$ cat src/hw/rtl/gthue_pkg.sv
// Package for the gray-to-color hue transfer block: widths, fixed-point constants and
// the shared types between the front stage, the divider and the back end.
// No dependencies.
`default_nettype none
package gthue_pkg;

    localparam int COMP_W    = 8;
    localparam int DIV_DW    = 8;
    localparam int DIV_QW    = 17;
    localparam int DIV_NW    = DIV_QW + DIV_DW;
    localparam int DIV_LANES = 3;

    localparam int LANE_CHROMA = 0;
    localparam int LANE_HUE    = 1;
    localparam int LANE_LIGHT  = 2;

    localparam int Q16_W = 17;
    localparam int HUE_W = 15;
    localparam int HUE_FRAC_W = 13;
    localparam int VAL_W = 18;

    localparam logic [HUE_W-1:0] HUE_ONE   = 15'd4096;
    localparam logic [HUE_W-1:0] HUE_TWO   = 15'd8192;
    localparam logic [HUE_W-1:0] HUE_THREE = 15'd12288;
    localparam logic [HUE_W-1:0] HUE_FOUR  = 15'd16384;
    localparam logic [HUE_W-1:0] HUE_FIVE  = 15'd20480;
    localparam logic [HUE_W-1:0] HUE_SIX   = 15'd24576;
    localparam logic [HUE_FRAC_W-1:0] FRAC_ONE = 13'd4096;
    localparam logic [Q16_W-1:0] L_SAT = 17'h1FFFF;
    localparam logic [VAL_W-1:0] VAL_FULL = 18'd131072;

    localparam logic CFG_MAX_VALUE = 1'b0;
    localparam logic CFG_MAX_GRAY  = 1'b1;

    typedef enum logic [1:0] {
        SEC_RED   = 2'd0,
        SEC_GREEN = 2'd1,
        SEC_BLUE  = 2'd2
    } sector_t;

    typedef struct packed {
        sector_t sector;
        logic    neg;
        logic    zero_d;
        logic    l_sat;
    } gthue_info_t;

    localparam int INFO_W = $bits(gthue_info_t);

endpackage
`default_nettype wire

$ cat src/hw/rtl/gthue_front.sv
// Input stage: saturates the reference color, finds max, min, chroma span and hue
// sector, and forms the dividends and divisors of the three divider lanes. Uses gthue_pkg.
`default_nettype none
module gthue_front (
    input  wire logic                                         aclk,
    input  wire logic                                         aresetn,
    input  wire logic [gthue_pkg::COMP_W-1:0]                 max_value,
    input  wire logic [gthue_pkg::COMP_W-1:0]                 max_gray,
    input  wire logic                                         in_valid,
    output logic                                              in_ready,
    input  wire logic [gthue_pkg::COMP_W-1:0]                 ref_red,
    input  wire logic [gthue_pkg::COMP_W-1:0]                 ref_green,
    input  wire logic [gthue_pkg::COMP_W-1:0]                 ref_blue,
    input  wire logic [gthue_pkg::COMP_W-1:0]                 gray_level,
    output logic                                              out_valid,
    input  wire logic                                         out_ready,
    output logic [gthue_pkg::DIV_LANES-1:0][gthue_pkg::DIV_NW-1:0] out_num,
    output logic [gthue_pkg::DIV_LANES-1:0][gthue_pkg::DIV_DW-1:0] out_den,
    output gthue_pkg::gthue_info_t                            out_info
);
    import gthue_pkg::*;

    logic [COMP_W-1:0] mv, r, g, b, hi, lo, d, pa, pb, ad;
    logic              lsat;
    gthue_info_t       info_next;
    logic [DIV_LANES-1:0][DIV_NW-1:0] num_next;
    logic [DIV_LANES-1:0][DIV_DW-1:0] den_next;

    logic                              valid_reg;
    logic [DIV_LANES-1:0][DIV_NW-1:0] num_reg;
    logic [DIV_LANES-1:0][DIV_DW-1:0] den_reg;
    gthue_info_t                       info_reg;

    always_comb begin
        mv = (max_value == '0) ? 8'd1 : max_value;
        r  = (ref_red   > mv) ? mv : ref_red;
        g  = (ref_green > mv) ? mv : ref_green;
        b  = (ref_blue  > mv) ? mv : ref_blue;
        hi = (r > g) ? r : g;
        if (b > hi) begin
            hi = b;
        end
        lo = (r < g) ? r : g;
        if (b < lo) begin
            lo = b;
        end
        d = hi - lo;
        if (hi == r) begin
            info_next.sector = SEC_RED;
            pa = g;
            pb = b;
        end else if (hi == g) begin
            info_next.sector = SEC_GREEN;
            pa = b;
            pb = r;
        end else begin
            info_next.sector = SEC_BLUE;
            pa = r;
            pb = g;
        end
        info_next.neg    = (pa < pb);
        ad               = info_next.neg ? (pb - pa) : (pa - pb);
        info_next.zero_d = (d == '0);
        // The lightness only overflows 17 bits once gray reaches twice the full scale.
        lsat             = ({1'b0, gray_level[COMP_W-1:1]} >= max_gray);
        info_next.l_sat  = lsat;

        num_next[LANE_CHROMA] = {1'b0, d, 16'h0000};
        den_next[LANE_CHROMA] = mv;
        num_next[LANE_HUE]    = {5'b0, ad, 12'h000};
        den_next[LANE_HUE]    = (d == '0) ? 8'd1 : d;
        if ((max_gray == '0) || lsat) begin
            num_next[LANE_LIGHT] = '0;
            den_next[LANE_LIGHT] = 8'd1;
        end else begin
            num_next[LANE_LIGHT] = {1'b0, gray_level, 16'h0000}
                                 + {17'b0, max_gray - 8'd1};
            den_next[LANE_LIGHT] = max_gray;
        end
    end

    assign in_ready = !valid_reg || out_ready;

    always_ff @(posedge aclk) begin
        if (!aresetn) begin
            valid_reg <= 1'b0;
        end else if (in_ready) begin
            valid_reg <= in_valid;
        end
    end

    always_ff @(posedge aclk) begin
        if (in_ready && in_valid) begin
            num_reg  <= num_next;
            den_reg  <= den_next;
            info_reg <= info_next;
        end
    end

    assign out_valid = valid_reg;
    assign out_num   = num_reg;
    assign out_den   = den_reg;
    assign out_info  = info_reg;

endmodule
`default_nettype wire

$ cat src/hw/rtl/gthue_div.sv
// Pipelined restoring divider, a load stage then one quotient bit per stage, several lanes in lockstep
// with a side payload. Uses gthue_pkg for default widths.
`default_nettype none
module gthue_div #(
    parameter int LANES = gthue_pkg::DIV_LANES,
    parameter int QW    = gthue_pkg::DIV_QW,
    parameter int DW    = gthue_pkg::DIV_DW,
    parameter int PW    = gthue_pkg::INFO_W
) (
    input  wire logic                          aclk,
    input  wire logic                          aresetn,
    input  wire logic                          in_valid,
    output logic                               in_ready,
    input  wire logic [LANES-1:0][QW+DW-1:0]   in_num,
    input  wire logic [LANES-1:0][DW-1:0]      in_den,
    input  wire logic [PW-1:0]                 in_payload,
    output logic                               out_valid,
    input  wire logic                          out_ready,
    output logic [LANES-1:0][QW-1:0]           out_quot,
    output logic [PW-1:0]                      out_payload
);
    import gthue_pkg::*;

    localparam int STAGES = QW + 1;

    logic                        valid_reg [STAGES];
    logic [LANES-1:0][DW-1:0]    rem_reg   [STAGES];
    logic [LANES-1:0][QW-1:0]    lowq_reg  [STAGES];
    logic [LANES-1:0][DW-1:0]    den_reg   [STAGES];
    logic [PW-1:0]               pay_reg   [STAGES];
    logic [LANES-1:0][DW-1:0]    rem_next  [STAGES];
    logic [LANES-1:0][QW-1:0]    lowq_next [STAGES];
    logic [LANES-1:0][DW:0]      trial     [STAGES];
    logic [LANES-1:0]            ge        [STAGES];
    logic                        ready     [STAGES+1];

    always_comb begin
        ready[STAGES] = out_ready;
        for (int s = STAGES - 1; s >= 0; s--) begin
            ready[s] = !valid_reg[s] || ready[s+1];
        end
    end

    always_comb begin
        for (int l = 0; l < LANES; l++) begin
            rem_next[0][l]  = in_num[l][QW+DW-1:QW];
            lowq_next[0][l] = in_num[l][QW-1:0];
            trial[0][l]     = '0;
            ge[0][l]        = 1'b0;
        end
        for (int s = 1; s < STAGES; s++) begin
            for (int l = 0; l < LANES; l++) begin
                trial[s][l] = {rem_reg[s-1][l], lowq_reg[s-1][l][QW-1]};
                ge[s][l]    = (trial[s][l] >= {1'b0, den_reg[s-1][l]});
                if (ge[s][l]) begin
                    trial[s][l] = trial[s][l] - {1'b0, den_reg[s-1][l]};
                end
                rem_next[s][l]  = trial[s][l][DW-1:0];
                lowq_next[s][l] = {lowq_reg[s-1][l][QW-2:0], ge[s][l]};
            end
        end
    end

    always_ff @(posedge aclk) begin
        if (!aresetn) begin
            for (int s = 0; s < STAGES; s++) begin
                valid_reg[s] <= 1'b0;
            end
        end else begin
            if (ready[0]) begin
                valid_reg[0] <= in_valid;
            end
            for (int s = 1; s < STAGES; s++) begin
                if (ready[s]) begin
                    valid_reg[s] <= valid_reg[s-1];
                end
            end
        end
    end

    always_ff @(posedge aclk) begin
        if (ready[0] && in_valid) begin
            rem_reg[0]  <= rem_next[0];
            lowq_reg[0] <= lowq_next[0];
            den_reg[0]  <= in_den;
            pay_reg[0]  <= in_payload;
        end
        for (int s = 1; s < STAGES; s++) begin
            if (ready[s] && valid_reg[s-1]) begin
                rem_reg[s]  <= rem_next[s];
                lowq_reg[s] <= lowq_next[s];
                den_reg[s]  <= den_reg[s-1];
                pay_reg[s]  <= pay_reg[s-1];
            end
        end
    end

    assign in_ready    = ready[0];
    assign out_valid   = valid_reg[STAGES-1];
    assign out_quot    = lowq_reg[STAGES-1];
    assign out_payload = pay_reg[STAGES-1];

endmodule
`default_nettype wire

$ cat src/hw/rtl/gthue_back.sv
// Back end: hue assembly, secondary component, channel offset and clamp, and output
// scaling, in five register stages. Uses gthue_pkg.
`default_nettype none
module gthue_back (
    input  wire logic                                          aclk,
    input  wire logic                                          aresetn,
    input  wire logic [gthue_pkg::COMP_W-1:0]                  max_gray,
    input  wire logic                                          in_valid,
    output logic                                               in_ready,
    input  wire logic [gthue_pkg::DIV_LANES-1:0][gthue_pkg::DIV_QW-1:0] in_quot,
    input  wire gthue_pkg::gthue_info_t                        in_info,
    output logic                                               out_valid,
    input  wire logic                                          out_ready,
    output logic [gthue_pkg::COMP_W-1:0]                       out_red,
    output logic [gthue_pkg::COMP_W-1:0]                       out_green,
    output logic [gthue_pkg::COMP_W-1:0]                       out_blue
);
    import gthue_pkg::*;

    localparam int STAGES = 5;

    function automatic logic [VAL_W-1:0] chan_value(
        input logic [Q16_W-1:0] ch,
        input logic [Q16_W-1:0] l,
        input logic [Q16_W-1:0] c
    );
        logic [Q16_W+1:0] s;
        logic [Q16_W+1:0] cx;
        logic [Q16_W+1:0] df;
        logic [VAL_W-1:0] v;
        s  = {1'b0, ch, 1'b0} + {1'b0, l, 1'b0};
        cx = {2'b0, c};
        df = s - cx;
        if (s < cx) begin
            v = '0;
        end else if (df > {1'b0, VAL_FULL}) begin
            v = VAL_FULL;
        end else begin
            v = df[VAL_W-1:0];
        end
        return v;
    endfunction

    logic valid_reg [STAGES];
    logic ready     [STAGES+1];

    logic [HUE_W-1:0]      h_b_reg, h_c_reg, h_d_reg;
    logic [Q16_W-1:0]      c_b_reg, c_c_reg, c_d_reg;
    logic [Q16_W-1:0]      l_b_reg, l_c_reg, l_d_reg;
    logic [HUE_FRAC_W-1:0] w_c_reg;
    logic [Q16_W+HUE_FRAC_W-1:0] p_d_reg;
    logic [VAL_W-1:0]      v_e_reg [3];
    logic [COMP_W-1:0]     o_reg   [3];

    logic [HUE_W-1:0]      h_b_next, q_h;
    logic [Q16_W-1:0]      l_b_next;
    logic [HUE_FRAC_W-1:0] hm, t, w_c_next;
    logic [Q16_W+HUE_FRAC_W-1:0] p_d_next;
    logic [Q16_W-1:0]      x, cr, cg, cb;
    logic [VAL_W-1:0]      v_e_next [3];
    logic [COMP_W+VAL_W-1:0] prod [3];

    always_comb begin
        ready[STAGES] = out_ready;
        for (int s = STAGES - 1; s >= 0; s--) begin
            ready[s] = !valid_reg[s] || ready[s+1];
        end
    end

    always_comb begin
        q_h = {2'b0, in_quot[LANE_HUE][HUE_FRAC_W-1:0]};
        case (in_info.sector)
            SEC_RED: begin
                if (!in_info.neg) begin
                    h_b_next = q_h;
                end else if (q_h == '0) begin
                    h_b_next = '0;
                end else begin
                    h_b_next = HUE_SIX - q_h;
                end
            end
            SEC_GREEN: h_b_next = in_info.neg ? (HUE_TWO - q_h) : (HUE_TWO + q_h);
            SEC_BLUE:  h_b_next = in_info.neg ? (HUE_FOUR - q_h) : (HUE_FOUR + q_h);
            default:   h_b_next = '0;
        endcase
        if (in_info.zero_d) begin
            h_b_next = '0;
        end
        l_b_next = in_info.l_sat ? L_SAT : in_quot[LANE_LIGHT];

        hm = h_b_reg[HUE_FRAC_W-1:0];
        t  = (hm >= FRAC_ONE) ? (hm - FRAC_ONE) : (FRAC_ONE - hm);
        w_c_next = FRAC_ONE - t;

        p_d_next = {{HUE_FRAC_W{1'b0}}, c_c_reg} * {{Q16_W{1'b0}}, w_c_reg};

        x = p_d_reg[Q16_W+11:12];
        if (h_d_reg <= HUE_ONE) begin
            cr = c_d_reg; cg = x;       cb = '0;
        end else if (h_d_reg <= HUE_TWO) begin
            cr = x;       cg = c_d_reg; cb = '0;
        end else if (h_d_reg <= HUE_THREE) begin
            cr = '0;      cg = c_d_reg; cb = x;
        end else if (h_d_reg <= HUE_FOUR) begin
            cr = '0;      cg = x;       cb = c_d_reg;
        end else if (h_d_reg <= HUE_FIVE) begin
            cr = x;       cg = '0;      cb = c_d_reg;
        end else begin
            cr = c_d_reg; cg = '0;      cb = x;
        end
        v_e_next[0] = chan_value(cr, l_d_reg, c_d_reg);
        v_e_next[1] = chan_value(cg, l_d_reg, c_d_reg);
        v_e_next[2] = chan_value(cb, l_d_reg, c_d_reg);

        for (int k = 0; k < 3; k++) begin
            prod[k] = {{VAL_W{1'b0}}, max_gray} * {{COMP_W{1'b0}}, v_e_reg[k]};
        end
    end

    always_ff @(posedge aclk) begin
        if (!aresetn) begin
            for (int s = 0; s < STAGES; s++) begin
                valid_reg[s] <= 1'b0;
            end
        end else begin
            if (ready[0]) begin
                valid_reg[0] <= in_valid;
            end
            for (int s = 1; s < STAGES; s++) begin
                if (ready[s]) begin
                    valid_reg[s] <= valid_reg[s-1];
                end
            end
        end
    end

    always_ff @(posedge aclk) begin
        if (ready[0] && in_valid) begin
            h_b_reg <= h_b_next;
            c_b_reg <= in_quot[LANE_CHROMA];
            l_b_reg <= l_b_next;
        end
        if (ready[1] && valid_reg[0]) begin
            h_c_reg <= h_b_reg;
            c_c_reg <= c_b_reg;
            l_c_reg <= l_b_reg;
            w_c_reg <= w_c_next;
        end
        if (ready[2] && valid_reg[1]) begin
            h_d_reg <= h_c_reg;
            c_d_reg <= c_c_reg;
            l_d_reg <= l_c_reg;
            p_d_reg <= p_d_next;
        end
        if (ready[3] && valid_reg[2]) begin
            for (int k = 0; k < 3; k++) begin
                v_e_reg[k] <= v_e_next[k];
            end
        end
        if (ready[4] && valid_reg[3]) begin
            for (int k = 0; k < 3; k++) begin
                o_reg[k] <= prod[k][COMP_W+16:17];
            end
        end
    end

    assign in_ready  = ready[0];
    assign out_valid = valid_reg[STAGES-1];
    assign out_red   = o_reg[0];
    assign out_green = o_reg[1];
    assign out_blue  = o_reg[2];

endmodule
`default_nettype wire

$ cat src/hw/rtl/gray_to_color_hue_transfer.sv
// Top level of the gray-to-color hue transfer block: configuration registers, front
// stage, pipelined divider and back end. Uses gthue_pkg, gthue_front, gthue_div, gthue_back.
//
//   Channel | Direction | Handshake         | Word
//   s_      | in        | s_tvalid/s_tready | ref_red, ref_green, ref_blue, gray_level
//   m_      | out       | m_tvalid/m_tready | out_red, out_green, out_blue
//   cfg_    | in        | cfg_wr_en         | cfg_index, cfg_wdata
//
// One word is accepted per cycle while the output is not stalled; the pipeline has 1 front stage, 18 divider
// stages (a load stage, then one quotient bit per stage) and 5 back-end stages.
// Reset is synchronous and active low; both registers return to 255.
// A stall on the output fills empty stages first and only then holds the input.
`default_nettype none
module gray_to_color_hue_transfer (
    input  wire logic        aclk,
    input  wire logic        aresetn,
    input  wire logic        s_tvalid,
    output logic             s_tready,
    input  wire logic [31:0] s_tdata,   // ref_red, ref_green, ref_blue, gray_level
    output logic             m_tvalid,
    input  wire logic        m_tready,
    output logic [23:0]      m_tdata,   // out_red, out_green, out_blue
    input  wire logic        cfg_wr_en,
    input  wire logic        cfg_index,
    input  wire logic [7:0]  cfg_wdata
);
    import gthue_pkg::*;

    logic [COMP_W-1:0] max_value_reg, max_gray_reg;

    logic                              f_valid, f_ready;
    logic [DIV_LANES-1:0][DIV_NW-1:0] f_num;
    logic [DIV_LANES-1:0][DIV_DW-1:0] f_den;
    gthue_info_t                       f_info;

    logic                              d_valid, d_ready;
    logic [DIV_LANES-1:0][DIV_QW-1:0] d_quot;
    logic [INFO_W-1:0]                 d_payload;

    always_ff @(posedge aclk) begin
        if (!aresetn) begin
            max_value_reg <= 8'd255;
            max_gray_reg  <= 8'd255;
        end else if (cfg_wr_en) begin
            case (cfg_index)
                CFG_MAX_VALUE: max_value_reg <= cfg_wdata;
                CFG_MAX_GRAY:  max_gray_reg  <= cfg_wdata;
                default: ;
            endcase
        end
    end

    gthue_front u_front (
        .aclk       (aclk),
        .aresetn    (aresetn),
        .max_value  (max_value_reg),
        .max_gray   (max_gray_reg),
        .in_valid   (s_tvalid),
        .in_ready   (s_tready),
        .ref_red    (s_tdata[7:0]),
        .ref_green  (s_tdata[15:8]),
        .ref_blue   (s_tdata[23:16]),
        .gray_level (s_tdata[31:24]),
        .out_valid  (f_valid),
        .out_ready  (f_ready),
        .out_num    (f_num),
        .out_den    (f_den),
        .out_info   (f_info)
    );

    gthue_div #(
        .LANES (DIV_LANES),
        .QW    (DIV_QW),
        .DW    (DIV_DW),
        .PW    (INFO_W)
    ) u_div (
        .aclk        (aclk),
        .aresetn     (aresetn),
        .in_valid    (f_valid),
        .in_ready    (f_ready),
        .in_num      (f_num),
        .in_den      (f_den),
        .in_payload  (f_info),
        .out_valid   (d_valid),
        .out_ready   (d_ready),
        .out_quot    (d_quot),
        .out_payload (d_payload)
    );

    gthue_back u_back (
        .aclk      (aclk),
        .aresetn   (aresetn),
        .max_gray  (max_gray_reg),
        .in_valid  (d_valid),
        .in_ready  (d_ready),
        .in_quot   (d_quot),
        .in_info   (gthue_info_t'(d_payload)),
        .out_valid (m_tvalid),
        .out_ready (m_tready),
        .out_red   (m_tdata[7:0]),
        .out_green (m_tdata[15:8]),
        .out_blue  (m_tdata[23:16])
    );

    a_empty_out_ready: assert property (@(posedge aclk) disable iff (!aresetn)
        !m_tvalid |-> s_tready)
        else $error("input stalled while the output stage is empty");

    a_ready_through: assert property (@(posedge aclk) disable iff (!aresetn)
        m_tready |-> (s_tready && f_ready && d_ready))
        else $error("pipeline stalled although the output is taken");

    a_div_fed: assert property (@(posedge aclk) disable iff (!aresetn)
        (f_valid && !f_ready) |=> f_valid)
        else $error("front word lost while the divider stalled");

endmodule
`default_nettype wire

$ cat config.mk
export PLATFORM = sky130hd
export DESIGN_NAME = gray_to_color_hue_transfer
export DESIGN_NICKNAME = d
export VERILOG_FILES = /design/src/hw/rtl/gthue_pkg.sv /design/src/hw/rtl/gthue_front.sv /design/src/hw/rtl/gthue_div.sv /design/src/hw/rtl/gthue_back.sv /design/src/hw/rtl/gray_to_color_hue_transfer.sv
export SDC_FILE = /design/constraint.sdc
export NUM_CORES = 2
export LEC_CHECK = 0
export ABC_CLOCK_PERIOD_IN_PS = 11500
export BUFFER_PORTS_ARGS = -buffer_cell sky130_fd_sc_hd__buf_2
export CORE_ASPECT_RATIO = 0.75
export CORE_MARGIN = 3
export CORE_UTILIZATION = 40
export CTS_BUF_LIST = sky130_fd_sc_hd__clkbuf_8
export DETAILED_ROUTE_END_ITERATION = 16
export GPL_TIMING_DRIVEN = 0
export HOLD_SLACK_MARGIN = 0.08
export PLACE_DENSITY_LB_ADDON = 0.12
export SLEW_MARGIN = 15
export SYNTH_ARGS = -nofsm -noshare
export SYNTH_HDL_FRONTEND = slang
export SYNTH_SLANG_ARGS = --single-unit
$ cat constraint.sdc
create_clock -name aclk -period 11.5 [get_ports aclk]
set_input_delay 2.3 -clock aclk [delete_from_list [all_inputs] [get_ports aclk]]
set_output_delay 2.3 -clock aclk [all_outputs]
set_load 0.1 [all_outputs]
==> flow_metrics.tcl <==
set metrics [dict create \
    hold_ws_ns 0.371 \
    critPathLaunchType "primary input" \
    endpoint_kind "flop" \
    drtPass1Iterations 8 \
    cts-buffers-inserted 299 \
    avgViaCountPerCell 4.99 \
    yosysSeqAreaShare_pct 51.3 \
    drv_slew 0 \
    placeableCoreArea_um2 257000 \
    setup_viol 0 \
    intPower_mw 11.3 \
    grt_pass1_wl_um 358000 \
    holdPathEnd "u_back.l_c_reg[10]" \
    place.gp.congestion 0.885 \
    grt_overflow 0 \
    p_leak_nw 46.8 \
    grt_start_max_net_pins 57 \
    tns_ns 0 \
    yosys.cell_count.top_type "edfxtp_1" \
    syn2layout_area_growth_pct 11.3 \
    crit_type "in2reg" \
    clock_path_buffers 4 \
    hold_class "reg2reg" \
    synth_flop_cell "edfxtp_1" \
    synthArstFlopShare_pct 0 \
    synth_edf_count 1759 \
    insertion_delay_ns 0.93 \
    cp_top_family "compound AO/OA/AOI/OAI gates" \
    die_area_um2 265000 \
    power_frac_seq_pct 47.2 \
    whs_path_depth 0 \
    routed_wl_um 226000 \
    die_w_um 594 \
    drc 0 \
    yosysTopAreaCell "edfxtp_1" \
    power_density_nw_per_um2 135 \
    r2r-start "max_value_reg[3]" \
    r2r_end "u_front.out_num[42]" \
    synth_seq_cells 1776 \
    finalPower_mw 15.5 \
    fp.dieH_um 447 \
    num_vias 62876 \
    drive_gt1_share_pct 9.42 \
    clock-sinks 1776 \
    postCtsHoldBufs 0 \
    netlist.area_leader.share_pct 50.9 \
    power.switching_mw 4.28 \
    hp-start "u_back.l_b_reg[10]" \
    placed_cells 12070 \
    syn_nets 9847 \
    ant_nets 0 \
    ys_types 100 \
    dp_hpwl_um 172000 \
    crit_fanout 10 \
    port_buffers 70 \
    grt_pass1_vias 64181 \
    fmax_mhz 91.9 \
    cp.arrival_ns 11.53 \
    worst_slew_pin_slew_ns 1.12 \
    setup_ws_ns 0.624 \
    yosys_warnings 0 \
    final_nets 10284 \
    grt_use_total_pct 16.9 \
    detailedPlace.worstSlack_ns -1.36 \
    cap_violations 0 \
    power.share.combinational_pct 19.1 \
    antenna_found_initial 5 \
    drtIter0Drc 3829 \
    fin_crit_ns 10.88 \
    fin_cells 12600 \
    clk_pin_slew_ns 0.07 \
    hold_violations 0 \
    ir_drop_v 0.000120 \
    largest_register_ffs 522 \
    rows 161 \
    switching_share_pct 27.5 \
    wl_per_cell_um 17.9 \
    cts_root_buf "clkbuf_8" \
    power_frac_clock_pct 33.8 \
    reg2reg_slack_ns 0.63 \
    syn-cell-area_um2 104000 \
    h-tree-depth 5 \
    postSynthAreaPerCell_um2 12.2 \
    cp_slowest_stage_delay_ns 0.56 \
    slowest_stage "o21ai_1" \
    initial_core_util_pct 40.3 \
    synth_area_leaders "edfxtp_1 51%, fa_1 9.7%, ha_1 9.4%, inv_1 4.4%, mux2_2 2.5%" \
    ff2ff_path_depth 43 \
    num_io_pins 72 \
    cp_data_required_time_ns 12.15 \
    crit_buf_inv 7 \
    syn_inst 8522 \
    slew_headroom_pct 25.4 \
    tritoncts "yes" \
    synthTopCellsByCount "1759 x edfxtp_1, 1218 x inv_1, 777 x ha_1" \
    status "complete, no violations" \
    finClkSkew_ns 0.0907 \
    period_share_pct 94.6 \
]
through the flow:
stage                     area, um^2  util (%)
after floorplan               104000         -
after global placement        108000      42.1
after detailed placement      110000      42.7
after CTS                     115000      44.8
after global routing          115000      44.9
final                         115000      44.9
repair_timing:
| action | CTS | global route |
|---|---|---|
| setup buffers | 0 | 12 |
| endpoints found under the setup margin | 8 | 6 |
| resized for setup | 3 | 8 |
| pin swaps | 0 | 2 |
worst max-delay path by stage:
stage	to	slack (ns)	depth (start not counted)	startpoint
floorplan	u_div.valid_reg[0][14]	0.57	8	m_tready
global placement	u_div.valid_reg[0][14]	-4.37	9	m_tready
detailed placement	u_front.out_num[42]	-1.36	36	s_tdata[13]
CTS	u_front.out_num[42]	0.05	40	max_value_reg[3]
global route	u_front.out_num[42]	-0.006	43	max_value_reg[3]
finish	u_front.out_num[42]	0.62	38	s_tdata[13]
power groups by stage:
stage                     sequential (mW)  combinational [mW]  clock, mW
after floorplan                      7.45                2.21          0
after global placement               7.47                2.87          0
after detailed placement             7.47                2.92          0
after CTS                            7.33                2.95       5.51
after global routing                 7.34                3.38       5.78
final                                7.33                2.97       5.25
layer usage:
| metal | track usage (%) | routed length (um) | up-vias |
|---|---|---|---|
| met5 | 0 | 0 | - |
| met4 | 4.26 | 4830 | 0 |
| li1 | - | - | 30544 |
| met2 | 26.1 | 99100 | 1164 |
| met1 | 24.7 | 111000 | 30824 |
| met3 | 2.85 | 10400 | 344 |
layout make-up:
| class | count | area [um^2] |
|---|---|---|
| inverter | 1222 | 4590 |
| clock buffer | 309 | 4250 |
| tap | 3423 | 4280 |
| sequential | 1776 | 53200 |
| buffer | 191 | 763 |
| fill | 23491 | 142000 |
| clock inverter | 207 | 1180 |
| timing repair buffer | 137 | 1810 |
| multi-input combinational | 5332 | 45400 |
| antenna | 3 | 7.51 |
worst register-to-register path: cells and delay by family, from the launching register on:
kind                     cells  cell delay (ns)
AND/OR/NAND/NOR             11             1.84
adder cells (fa/ha/maj)      5             1.51
XOR/XNOR                     1             0.18
flip-flops                   1             0.39
buffers and inverters        8             2.15
AO/OA/AOI/OAI               18             4.56
kinds of logic after synthesis:
group | Yosys count | synth area share [%]
AO/OA/AOI/OAI | 1225 | 7.71
XOR/XNOR | 335 | 2.83
adder cells (fa/ha/maj) | 1279 | 19.1
buffers and inverters | 1414 | 5.16
flip-flops | 1776 | 51.3
multiplexers | 309 | 3.26
AND/OR/NAND/NOR | 2184 | 10.7
cells in the final DEF (no fill, tap or decap), types with 35 or more instances in the layout:
| cell type | Yosys | final |
|---|---|---|
| edfxtp_1 | 1759 | 1759 |
| fa_1 | 502 | 502 |
| o21a_1 | 40 | 39 |
| o21ai_0 | 396 | 394 |
| nor2b_1 | 201 | 193 |
| nor3_1 | 75 | 75 |
| buf_16 | 0 | 35 |
| nand3_1 | 100 | 100 |
| clkinv_1 | 3 | 53 |
| nand4_1 | 91 | 91 |
| buf_2 | 8 | 78 |
| a21boi_0 | 110 | 103 |
| nand2b_1 | 85 | 85 |
| clkinv_2 | 0 | 36 |
| clkbuf_8 | 0 | 309 |
| or4_1 | 53 | 53 |
| nor2_1 | 496 | 496 |
| clkbuf_1 | 171 | 169 |
| a21oi_1 | 225 | 224 |
| mux2i_1 | 78 | 78 |
| mux2_2 | 231 | 231 |
| xnor2_1 | 217 | 217 |
| inv_1 | 1218 | 1310 |
| nand2_1 | 533 | 533 |
| xor2_1 | 118 | 118 |
| and2_1 | 403 | 396 |
| ha_1 | 777 | 777 |
| o211a_1 | 50 | 50 |
| o211ai_1 | 43 | 43 |
| a21o_1 | 102 | 102 |
(Power assumes the default switching activity.)
